<file path="src/rtl/vde_pkg.sv">
// ----------------------------------------------------------------------------
// vde_pkg
// Shared types and constants of the vector distance engine: metric codes,
// controller states, the command and status bundles, and iteration counts.
// ----------------------------------------------------------------------------
package vde_pkg;

    localparam int ELEM_W    = 16;
    localparam int DIFF_W    = 16;
    localparam int DEN_W     = 17;
    localparam int QUOT_W    = 17;
    localparam int TERM_W    = 32;
    localparam int ACC_W     = 48;
    localparam int DIST_W    = 32;
    localparam int FRAC_BITS = 16;

    localparam int DIV_STEPS  = QUOT_W;
    localparam int SQRT_STEPS = ACC_W / 2;
    localparam int CNT_W      = $clog2(SQRT_STEPS);

    localparam logic [CNT_W-1:0] DIV_CNT_INIT  = CNT_W'(DIV_STEPS - 1);
    localparam logic [CNT_W-1:0] SQRT_CNT_INIT = CNT_W'(SQRT_STEPS - 1);

    localparam logic [ACC_W-1:0] SQRT_BIT_INIT = ACC_W'(1) << (ACC_W - 2);

    typedef enum logic [1:0] {
        METRIC_EUCLIDEAN = 2'd0,
        METRIC_MANHATTAN = 2'd1,
        METRIC_CHEBYSHEV = 2'd2,
        METRIC_CANBERRA  = 2'd3
    } metric_t;

    typedef enum logic [2:0] {
        ST_IDLE,
        ST_DIV,
        ST_TERM,
        ST_ACC,
        ST_FINISH,
        ST_SQRT,
        ST_EMIT
    } state_t;

    typedef struct packed {
        logic load;
        logic div_step;
        logic term_load;
        logic acc_update;
        logic sqrt_init;
        logic sqrt_step;
        logic emit;
    } cmd_t;

    typedef struct packed {
        metric_t cfg_metric;
        metric_t item_metric;
        logic    item_last;
        logic    out_busy;
    } status_t;

endpackage

</file>
<file path="src/rtl/vde_ctrl.sv">
// ----------------------------------------------------------------------------
// vde_ctrl
// Sequencer of the vector distance engine: per pair, divide (canberra),
// term, accumulate; after the last pair, square root (euclidean) and emit.
// ----------------------------------------------------------------------------
module vde_ctrl
    import vde_pkg::*;
(
    input  logic    aclk,
    input  logic    aresetn,
    input  logic    s_valid,
    output logic    s_ready,
    input  status_t status,
    output cmd_t    cmd
);

    state_t           state_reg, state_next;
    logic [CNT_W-1:0] cnt_reg, cnt_next;

    always_ff @(posedge aclk) begin
        if (!aresetn) begin
            state_reg <= ST_IDLE;
            cnt_reg   <= '0;
        end else begin
            state_reg <= state_next;
            cnt_reg   <= cnt_next;
        end
    end

    // next state
    always_comb begin
        state_next = state_reg;
        cnt_next   = cnt_reg;
        case (state_reg)
            ST_IDLE: begin
                if (s_valid) begin
                    if (status.cfg_metric == METRIC_CANBERRA) begin
                        state_next = ST_DIV;
                        cnt_next   = DIV_CNT_INIT;
                    end else begin
                        state_next = ST_TERM;
                    end
                end
            end
            ST_DIV: begin
                if (cnt_reg == '0) begin
                    state_next = ST_TERM;
                end else begin
                    cnt_next = cnt_reg - CNT_W'(1);
                end
            end
            ST_TERM: begin
                state_next = ST_ACC;
            end
            ST_ACC: begin
                state_next = status.item_last ? ST_FINISH : ST_IDLE;
            end
            ST_FINISH: begin
                if (status.item_metric == METRIC_EUCLIDEAN) begin
                    state_next = ST_SQRT;
                    cnt_next   = SQRT_CNT_INIT;
                end else begin
                    state_next = ST_EMIT;
                end
            end
            ST_SQRT: begin
                if (cnt_reg == '0) begin
                    state_next = ST_EMIT;
                end else begin
                    cnt_next = cnt_reg - CNT_W'(1);
                end
            end
            ST_EMIT: begin
                if (!status.out_busy) begin
                    state_next = ST_IDLE;
                end
            end
            default: begin
                state_next = ST_IDLE;
            end
        endcase
    end

    // outputs
    always_comb begin
        cmd     = '0;
        s_ready = 1'b0;
        case (state_reg)
            ST_IDLE: begin
                s_ready  = 1'b1;
                cmd.load = s_valid;
            end
            ST_DIV: begin
                cmd.div_step = 1'b1;
            end
            ST_TERM: begin
                cmd.term_load = 1'b1;
            end
            ST_ACC: begin
                cmd.acc_update = 1'b1;
            end
            ST_FINISH: begin
                cmd.sqrt_init = (status.item_metric == METRIC_EUCLIDEAN);
            end
            ST_SQRT: begin
                cmd.sqrt_step = 1'b1;
            end
            ST_EMIT: begin
                cmd.emit = !status.out_busy;
            end
            default: begin
                cmd = '0;
            end
        endcase
    end

endmodule

</file>
<file path="src/rtl/vde_datapath.sv">
// ----------------------------------------------------------------------------
// vde_datapath
// Datapath of the vector distance engine: metric register, element
// magnitudes, restoring divider, running accumulator, bit-pair square root
// and the output register.
// ----------------------------------------------------------------------------
module vde_datapath
    import vde_pkg::*;
(
    input  logic                     aclk,
    input  logic                     aresetn,
    input  logic                     cfg_valid,
    input  logic [1:0]               cfg_data,
    input  logic signed [ELEM_W-1:0] s_elem_a,
    input  logic signed [ELEM_W-1:0] s_elem_b,
    input  logic                     s_last_elem,
    input  cmd_t                     cmd,
    output status_t                  status,
    output logic                     m_valid,
    input  logic                     m_ready,
    output logic [DIST_W-1:0]        m_distance
);

    metric_t             metric_reg;
    metric_t             item_metric_reg;
    logic                item_last_reg;
    logic [DIFF_W-1:0]   d_reg;
    logic [DEN_W-1:0]    den_reg;
    logic                den_zero_reg;
    logic [DEN_W-1:0]    rem_reg;
    logic [QUOT_W-1:0]   nlo_reg;
    logic [QUOT_W-1:0]   quot_reg;
    logic [TERM_W-1:0]   term_reg;
    logic [ACC_W-1:0]    acc_reg;
    logic [ACC_W-1:0]    sq_v_reg;
    logic [ACC_W-1:0]    sq_root_reg;
    logic [ACC_W-1:0]    sq_bit_reg;
    logic                m_valid_reg;
    logic [DIST_W-1:0]   m_distance_reg;

    logic signed [ELEM_W:0] diff;
    logic [ELEM_W:0]        diff_mag;
    logic [ELEM_W-1:0]      abs_a;
    logic [ELEM_W-1:0]      abs_b;
    logic [DEN_W-1:0]       den_next;
    logic [DIFF_W-1:0]      d_next;
    logic [DEN_W:0]         div_trial;
    logic                   div_ge;
    logic [ACC_W:0]         acc_sum;
    logic [ACC_W-1:0]       acc_next;
    logic [ACC_W-1:0]       sq_sum;
    logic                   sq_ge;
    logic [DIST_W-1:0]      result;

    // element magnitudes
    always_comb begin
        diff     = $signed({s_elem_a[ELEM_W-1], s_elem_a})
                 - $signed({s_elem_b[ELEM_W-1], s_elem_b});
        diff_mag = diff[ELEM_W] ? (~diff + (ELEM_W+1)'(1)) : diff;
        d_next   = diff_mag[DIFF_W-1:0];
        abs_a    = s_elem_a[ELEM_W-1] ? (~s_elem_a + ELEM_W'(1)) : s_elem_a;
        abs_b    = s_elem_b[ELEM_W-1] ? (~s_elem_b + ELEM_W'(1)) : s_elem_b;
        den_next = {1'b0, abs_a} + {1'b0, abs_b};
    end

    // divider step
    always_comb begin
        div_trial = {rem_reg, nlo_reg[QUOT_W-1]};
        div_ge    = div_trial >= {1'b0, den_reg};
    end

    // accumulate
    always_comb begin
        acc_sum  = {1'b0, acc_reg} + {{(ACC_W+1-TERM_W){1'b0}}, term_reg};
        acc_next = acc_reg;
        case (item_metric_reg)
            METRIC_CHEBYSHEV: begin
                if ({{(ACC_W-DIFF_W){1'b0}}, d_reg} > acc_reg) begin
                    acc_next = {{(ACC_W-DIFF_W){1'b0}}, d_reg};
                end
            end
            default: begin
                acc_next = acc_sum[ACC_W] ? {ACC_W{1'b1}} : acc_sum[ACC_W-1:0];
            end
        endcase
    end

    // square root step
    always_comb begin
        sq_sum = sq_root_reg + sq_bit_reg;
        sq_ge  = sq_v_reg >= sq_sum;
    end

    always_comb begin
        if (item_metric_reg == METRIC_EUCLIDEAN) begin
            result = sq_root_reg[DIST_W-1:0];
        end else if (acc_reg[ACC_W-1:DIST_W] != '0) begin
            result = {DIST_W{1'b1}};
        end else begin
            result = acc_reg[DIST_W-1:0];
        end
    end

    // control registers
    always_ff @(posedge aclk) begin
        if (!aresetn) begin
            metric_reg  <= METRIC_EUCLIDEAN;
            acc_reg     <= '0;
            m_valid_reg <= 1'b0;
        end else begin
            if (cfg_valid) begin
                metric_reg <= metric_t'(cfg_data);
            end
            if (cmd.acc_update) begin
                acc_reg <= acc_next;
            end else if (cmd.emit) begin
                acc_reg <= '0;
            end
            if (cmd.emit) begin
                m_valid_reg <= 1'b1;
            end else if (m_ready) begin
                m_valid_reg <= 1'b0;
            end
        end
    end

    // payload registers
    always_ff @(posedge aclk) begin
        if (cmd.load) begin
            item_metric_reg <= metric_reg;
            item_last_reg   <= s_last_elem;
            d_reg           <= d_next;
            den_reg         <= den_next;
            den_zero_reg    <= (den_next == '0);
            rem_reg         <= {2'b00, d_next[DIFF_W-1:1]};
            nlo_reg         <= {d_next[0], {FRAC_BITS{1'b0}}};
            quot_reg        <= '0;
        end else if (cmd.div_step) begin
            rem_reg  <= div_ge ? DEN_W'(div_trial - {1'b0, den_reg}) : div_trial[DEN_W-1:0];
            nlo_reg  <= {nlo_reg[QUOT_W-2:0], 1'b0};
            quot_reg <= {quot_reg[QUOT_W-2:0], div_ge};
        end
        if (cmd.term_load) begin
            case (item_metric_reg)
                METRIC_EUCLIDEAN: begin
                    term_reg <= {{(TERM_W-DIFF_W){1'b0}}, d_reg}
                              * {{(TERM_W-DIFF_W){1'b0}}, d_reg};
                end
                METRIC_CANBERRA: begin
                    term_reg <= den_zero_reg ? '0
                              : {{(TERM_W-QUOT_W){1'b0}}, quot_reg};
                end
                default: begin
                    term_reg <= {{(TERM_W-DIFF_W){1'b0}}, d_reg};
                end
            endcase
        end
        if (cmd.sqrt_init) begin
            sq_v_reg    <= acc_reg;
            sq_root_reg <= '0;
            sq_bit_reg  <= SQRT_BIT_INIT;
        end else if (cmd.sqrt_step) begin
            if (sq_ge) begin
                sq_v_reg    <= sq_v_reg - sq_sum;
                sq_root_reg <= (sq_root_reg >> 1) + sq_bit_reg;
            end else begin
                sq_root_reg <= sq_root_reg >> 1;
            end
            sq_bit_reg <= sq_bit_reg >> 2;
        end
        if (cmd.emit) begin
            m_distance_reg <= result;
        end
    end

    assign status.cfg_metric  = metric_reg;
    assign status.item_metric = item_metric_reg;
    assign status.item_last   = item_last_reg;
    assign status.out_busy    = m_valid_reg && !m_ready;

    assign m_valid    = m_valid_reg;
    assign m_distance = m_distance_reg;

endmodule

</file>
<file path="src/rtl/vector_distance_engine_top.sv">
// ----------------------------------------------------------------------------
// vector_distance_engine_top
// Distance between two streamed Q8.8 vectors under a selectable metric:
// euclidean, manhattan, chebyshev or canberra.
//
//   channel  direction  ports
//   cfg      in         cfg_valid, cfg_ready, cfg_data (metric)
//   s        in         s_valid, s_ready, s_elem_a, s_elem_b, s_last_elem
//   m        out        m_valid, m_ready, m_distance
//
// one element pair at a time: term and accumulate, after a 17-step restoring
// divider for canberra; a last pair adds the finish and emit states, with a
// bit-pair square root between them for euclidean
// reset clears the metric, the accumulator and the output valid flag
// a result waiting on m_ready holds the next last pair, and the input with it
// ----------------------------------------------------------------------------
module vector_distance_engine_top
    import vde_pkg::*;
(
    input  logic                     aclk,
    input  logic                     aresetn,
    input  logic                     cfg_valid,
    output logic                     cfg_ready,
    input  logic [1:0]               cfg_data,
    input  logic                     s_valid,
    output logic                     s_ready,
    input  logic signed [ELEM_W-1:0] s_elem_a,
    input  logic signed [ELEM_W-1:0] s_elem_b,
    input  logic                     s_last_elem,
    output logic                     m_valid,
    input  logic                     m_ready,
    output logic [DIST_W-1:0]        m_distance
);

    cmd_t    cmd;
    status_t status;

    assign cfg_ready = 1'b1;

    vde_ctrl u_ctrl (
        .aclk    (aclk),
        .aresetn (aresetn),
        .s_valid (s_valid),
        .s_ready (s_ready),
        .status  (status),
        .cmd     (cmd)
    );

    vde_datapath u_datapath (
        .aclk        (aclk),
        .aresetn     (aresetn),
        .cfg_valid   (cfg_valid),
        .cfg_data    (cfg_data),
        .s_elem_a    (s_elem_a),
        .s_elem_b    (s_elem_b),
        .s_last_elem (s_last_elem),
        .cmd         (cmd),
        .status      (status),
        .m_valid     (m_valid),
        .m_ready     (m_ready),
        .m_distance  (m_distance)
    );

endmodule

</file>
<file path="config.mk">
export PLATFORM = sky130hd
export DESIGN_NAME = vector_distance_engine_top
export DESIGN_NICKNAME = d
export VERILOG_FILES = /design/src/rtl/vde_pkg.sv /design/src/rtl/vde_ctrl.sv /design/src/rtl/vde_datapath.sv /design/src/rtl/vector_distance_engine_top.sv
export SDC_FILE = /design/constraint.sdc
export NUM_CORES = 2
export LEC_CHECK = 0
export BUFFER_PORTS_ARGS = -buffer_cell sky130_fd_sc_hd__buf_2
export CAP_MARGIN = 5
export CORE_MARGIN = 2
export CORE_UTILIZATION = 60
export DETAILED_ROUTE_END_ITERATION = 6
export PLACE_DENSITY_LB_ADDON = 0.25
export RECOVER_POWER = 100
export SYNTH_ARGS = -nofsm -noshare
export SYNTH_HDL_FRONTEND = slang
export SYNTH_SLANG_ARGS = --single-unit
</file>
<file path="constraint.sdc">
create_clock -name aclk -period 10.8 [get_ports aclk]
set_clock_uncertainty 0.05 [all_clocks]
set_input_delay 2.7 -clock aclk [delete_from_list [all_inputs] [get_ports aclk]]
set_output_delay 2.7 -clock aclk [all_outputs]
set_load 0.01 [all_outputs]
</file>
==> After elaboration in Yosys (flattened, before gate mapping) <==
Index checks and enable logic that the tools add are counted.
{ "classes": {"n_addsub": 11, "mul": 1, "order_cmp": 3, "n_eq_ne": 17, "mux": 44, "bitwise": 3, "n_reduce_logical": 19} }
{ "ops": {"columns": ["cell", "count"], "rows": [
  ["$mux W48", 9],
  ["$mux W17", 4],
  ["$mux W32", 2],
  ["$pmux W32 S2", 1],
  ["$add A48 B32 Y49", 1],
  ["$add A16 B2 Y16 const B", 3],
  ["$add A47 B47 Y48", 1],
  ["$add A48 B47 Y48", 1],
  ["$ge A48 B48 Y1", 1],
  ["$gt A16 B48 Y1", 1],
  ["$mux W16", 3],
  ["$not A16 Y16", 3],
  ["$sub A48 B48 Y48", 1],
  ["$mul A16 B16 Y32", 1],
  ["$mux W15", 2],
  ["$pmux W3 S7", 1],
  ["$mux W5", 4],
  ["$ge A18 B17 Y1", 1],
  ["$add A16 B16 Y17", 1],
  ["$logic_not A17 Y1", 1],
  ["$sub A16 B16 Y17", 1],
  ["$sub A17 B17 Y17", 1],
  ["$reduce_bool A16 Y1", 1],
  ["$mux W3", 5],
  ["22 further kinds", 48]
]} }
{ "word_totals": {"regBits": 315, "in_bits": 40, "out_inout_bits": 35, "word_cells": 117} }

==> Logic depth before layout (Yosys ltp) <==
{ "logic_depth": {"depth_word": 6, "depth_mapped": 27} }

==> Hierarchy <==
Synthesis repeated with hierarchy kept, for this count alone.
{ "unflattened": {"hier_cells": 3686, "hier_area_um2": 31355.1} }
{ "by_module_without_submodules": {"columns": ["module", "n_inst", "cells_per_inst", "area_each_um2", "seq_area_each_um2"], "rows": [
  ["vde_datapath", 1, 3599, 30709.5, 7767.4],
  ["vde_ctrl", 1, 85, 634.4, 160.2],
  ["vector_distance_engine_top", 1, 2, 11.3, 0.0]
]} }

==> Worst setup path after synthesis <==
OpenSTA, ideal clock, no wires.
{ "synth_timing": {"kind": "flip-flop to flip-flop", "startpoint": "register u_datapath.sq_root_reg[2]", "endpoint": "register u_datapath.sq_v_reg[0] (enable)", "setup_time_ns": 0.520, "arrival_ns": 7.856, "setup_slack_ns": 2.374, "path_stages_with_launch": 22, "path_buffers": 3, "path_cell_list": "dfxtp_1 -> ha_1 -> a31oi_2 -> o31a_1 -> o31ai_1 -> a311o_1 -> o41ai_2 -> o21ai_1 -> a31oi_2 -> o21ai_2 -> a21oi_1 -> xor2_1 -> ha_1 -> clkbuf_1 -> and3_1 -> and3_1 -> o2111ai_1 -> nor4_1 -> nor3_1 -> buf_2 -> clkbuf_1 -> o21ai_0"} }
{ "synth_between": {"elab_chain_cells": 4} }
{ "synth_lines": {"columns": ["element", "line_no", "text"], "rows": [
  ["start, declared", "vde_datapath.sv:36", "logic [ACC_W-1:0] sq_root_reg;"],
  ["start signal, assigned", "vde_datapath.sv:165", "sq_root_reg <= (sq_root_reg >> 1) + sq_bit_reg;"],
  ["start signal, assigned", "vde_datapath.sv:167", "sq_root_reg <= sq_root_reg >> 1;"],
  ["$add A48 B47 Y48", "vde_datapath.sv:90", "sq_sum = sq_root_reg + sq_bit_reg;"],
  ["$ge A48 B48 Y1", "vde_datapath.sv:91", "sq_ge = sq_v_reg >= sq_sum;"],
  ["$reduce_bool A2 Y1 (no line)", null, null],
  ["$reduce_and A2 Y1 (no line)", null, null],
  ["end signal, assigned", "vde_datapath.sv:159", "sq_v_reg <= acc_reg;"],
  ["end signal, assigned", "vde_datapath.sv:164", "sq_v_reg <= sq_v_reg - sq_sum;"],
  ["end, declared", "vde_datapath.sv:35", "logic [ACC_W-1:0] sq_v_reg;"]
]} }
Every way passes these cells.
A chain may end at the register's enable or synchronous reset.

==> Worst setup path after layout <==
{ "layout_timing": {"startpoint": "register u_datapath.item_metric_reg[1]", "endpoint": "register u_datapath.sq_v_reg[1] (enable)"} }
{ "layout_between": {"elab_chain_cells": 4, "word_cells_on_any_way": 5, "cone_classes": "1 x mux; 4 x reduce/logical"} }
{ "layout_lines": {"columns": ["element", "line_no", "text"], "rows": [
  ["start, declared", "vde_datapath.sv:25", "metric_t item_metric_reg;"],
  ["start signal, assigned", "vde_datapath.sv:130", "item_metric_reg <= metric_reg;"],
  ["$logic_not A2 Y1 *", "vde_ctrl.sv:103", "cmd.sqrt_init = (status.item_metric == METRIC_EUCLIDEAN);"],
  ["$mux W1 *", "vde_ctrl.sv:88", "case (state_reg)"],
  ["$reduce_bool A2 Y1 (no line)", null, null],
  ["$reduce_and A2 Y1 (no line) *", null, null]
]} }
Every way passes the cells marked *; elsewhere a longest branch is shown, timed or not.

==> results.toml <==
[cts]
htreeDepth = 2
post_cts_resized = 0
cts_buffers = 38
cts_root_buffer = "clkbuf_16"
clk_latency_ns = 0.57
tritoncts = "built"
clk_pin_slew_ns = 0.06
cts_setup_buffers = 0
ctsHoldBuffers = 0
cts.sinks = 314
cts_max_path_buffers = 3

[floorplanning]
dieArea_um2 = 52540
core_area_um2 = 50070
die_x_um = 229.2
fp-row-count = 82
die_h_um = 229.2
start_util = 0.6079
ios = 75

[timing]
fmax_ghz = 0.1283
rsz0062_at_grt = "false"
setup_viol = 0
fin_crit_ns = 7.795
relSlewSlack = -1.761
worst_pin_slew_ns = 4.142
hold_viol = 0
final_max_slew_viol_count = 403
fin_setup_tns_ns = 0
period_share = 0.7218

[run_status]
violations = "capacitance limit, slew limit"
status = "finished, violations left"

[synthesis]
synth_compound_area_frac = 0.2011
synth_seq_cells = 314
ys.flop_type = "edfxtp_1"
synth-xor-area-share = 0.07281
synth_area_um2 = 30440
synth-adder-area-share = 0.2355
syn_avg_cell_area_um2 = 8.480
yosysSeqAreaShare = 0.2605
synthSimpleGateAreaFrac = 0.1555
synth_nets = 4101
synthMuxAreaShare = 0.008345
yosysWarnings = 0
synth_top_family_by_area = "adder cells"
synthesis.instances = 3589
ys_types = 89
synthArstFlopShare = 0
synth-edff-count = 164

[worst_setup_path]
cp-start-kind = "flip-flop"
path_class = "reg -> reg"
critPathCaptureType = "flip-flop"
cp.arrival_ns = 7.97
required_ns = 10.97
path_max_fanout = 80

[global_routing]
grt_use_met1 = 0.3896
grt_max_degree = 94
grt_usage = 0.3011
overflow = 0
met3_usage = 0.03822
grt_pass1_vias = 25204
grt.busiest_layer = "met2"
met2_usage = 0.5086
grt_pass1_wl_mm = 128.9
antenna_found_initial = 0

[finish]
layout.nets = 4101
syn2layout_area_growth_pct = 6.688
seqCellArea_um2 = 7928
num_antenna_cells = 0
multi_input_area_um2 = 20490
drive_gt1_frac = 0.04339
n_fill_cell = 4372
final_util = 0.6485

[placed_design]
gp_congestion = 0.9596
port_buffers = 73
dp_hpwl_mm = 60.56

[drt]
wirelength_mm = 79.79
avgViaCountPerCell = 6.021
drtIter0Drc = 1860
ant_nets = 0
drt_pass1_iterations = 5
vias = 25828
drc_errors = 0
drt-wirelength-per-cell_um = 18.60

[hold_path]
hold_path_class = "reg -> reg"

[job]
drv_cap = 9
## routing by layer
layer  share of wire  vias to the layer above
li1                -                    12541
met1            0.42                    12233
met2            0.48                      862
met3           0.059                      192
met4           0.042                        0
met5               0                        -
## per-stage QoR
| stage | setup slack [ns] | hold slack, ns | area, µm² | cells |
|---|---|---|---|---|
| 2_1_floorplan | 2.374 | 0.3859 | 30440 | 3589 |
| 5_1_grt | 2.514 | 0.4461 | 32470 | 4290 |
| 3_5_place_dp | 3.466 | 0.4005 | 31330 | 4221 |
| 6_report | 3.005 | 0.4056 | 32470 | 4290 |
| 4_1_cts | 3.453 | 0.4091 | 32600 | 4290 |
| 3_3_place_gp | 3.577 | 0.3971 | 31330 | 4221 |
## layout make-up
cell class                      count  area share
Clock buffer                       47     0.03125
Clock inverter                     22    0.007822
Inverter                          398     0.04601
Multi-Input combinational cell   2741      0.6309
Sequential cell                   314      0.2441
Tap cell                          672     0.02589
Timing Repair Buffer               96     0.01399
## cells in the mapped netlist, types with 34 or more instances
| cell type | number | share of area |
|---|---|---|
| nand4_1 | 40 | 0.0082 |
| fa_1 | 168 | 0.11 |
| nor3_1 | 68 | 0.011 |
| ha_1 | 304 | 0.12 |
| nor2_1 | 271 | 0.033 |
| a211oi_1 | 49 | 0.012 |
| edfxtp_1 | 164 | 0.16 |
| xor2_1 | 82 | 0.024 |
| o21bai_1 | 34 | 0.0084 |
| nor2b_1 | 53 | 0.011 |
| a21o_1 | 97 | 0.024 |
| nand3_1 | 45 | 0.0074 |
| a21oi_1 | 309 | 0.051 |
| inv_1 | 395 | 0.049 |
| dfxtp_1 | 150 | 0.099 |
| clkbuf_1 | 117 | 0.014 |
| a31oi_1 | 56 | 0.012 |
| and2_1 | 37 | 0.0076 |
| o21ai_0 | 228 | 0.037 |
| nand2_1 | 352 | 0.043 |
| xnor2_1 | 171 | 0.049 |
## path summary, 6_finish.rpt
check / start / endpoint / slack (ns) / cells past startpoint
max: u_datapath.item_metric_reg[1] / u_datapath.sq_v_reg[1] / 3.00 / 8
min: u_datapath.quot_reg[16] / u_datapath.quot_reg[16] / 0.41 / 2
max reg2reg: u_datapath.item_metric_reg[1] / u_datapath.sq_v_reg[1] / 3.00 / 8
min reg2reg: u_datapath.quot_reg[16] / u_datapath.quot_reg[16] / 0.41 / 2
## layout by cell type, fill, tap and decap left out, types with 55 or more instances in the layout
master / Yosys / layout
a21o_1: 97 / 97
a21oi_1: 309 / 309
a31oi_1: 56 / 55
dfxtp_1: 150 / 150
edfxtp_1: 164 / 164
fa_1: 168 / 168
ha_1: 304 / 304
inv_1: 395 / 395
nand2_1: 352 / 352
nor2_1: 271 / 272
nor3_1: 68 / 67
o21ai_0: 228 / 230
xnor2_1: 171 / 171
xor2_1: 82 / 82
## kinds of logic after synthesis
group,after synthesis
xor gates and xnor gates,253
and+or+nand+nor,1013
adders and majority gates,472
DFF,314
AOI/OAI and AO/OA,977
buffers and inverters,534
muxes,25
other,1
## critical path, cell delays in order, from the launching register on
cell and delay, ns:
edfxtp_1 0.37, inv_1 0.06, ha_1 0.17, clkbuf_1 1.47, nand3b_1 0.52, clkbuf_1 1.36, clkbuf_1 2.03, o21ai_0 0.75
buf_4 0.58
Power is left out: the tool's default activity adds up to more than one toggle a clock period on the data nets, which glitch-free logic cannot reach.
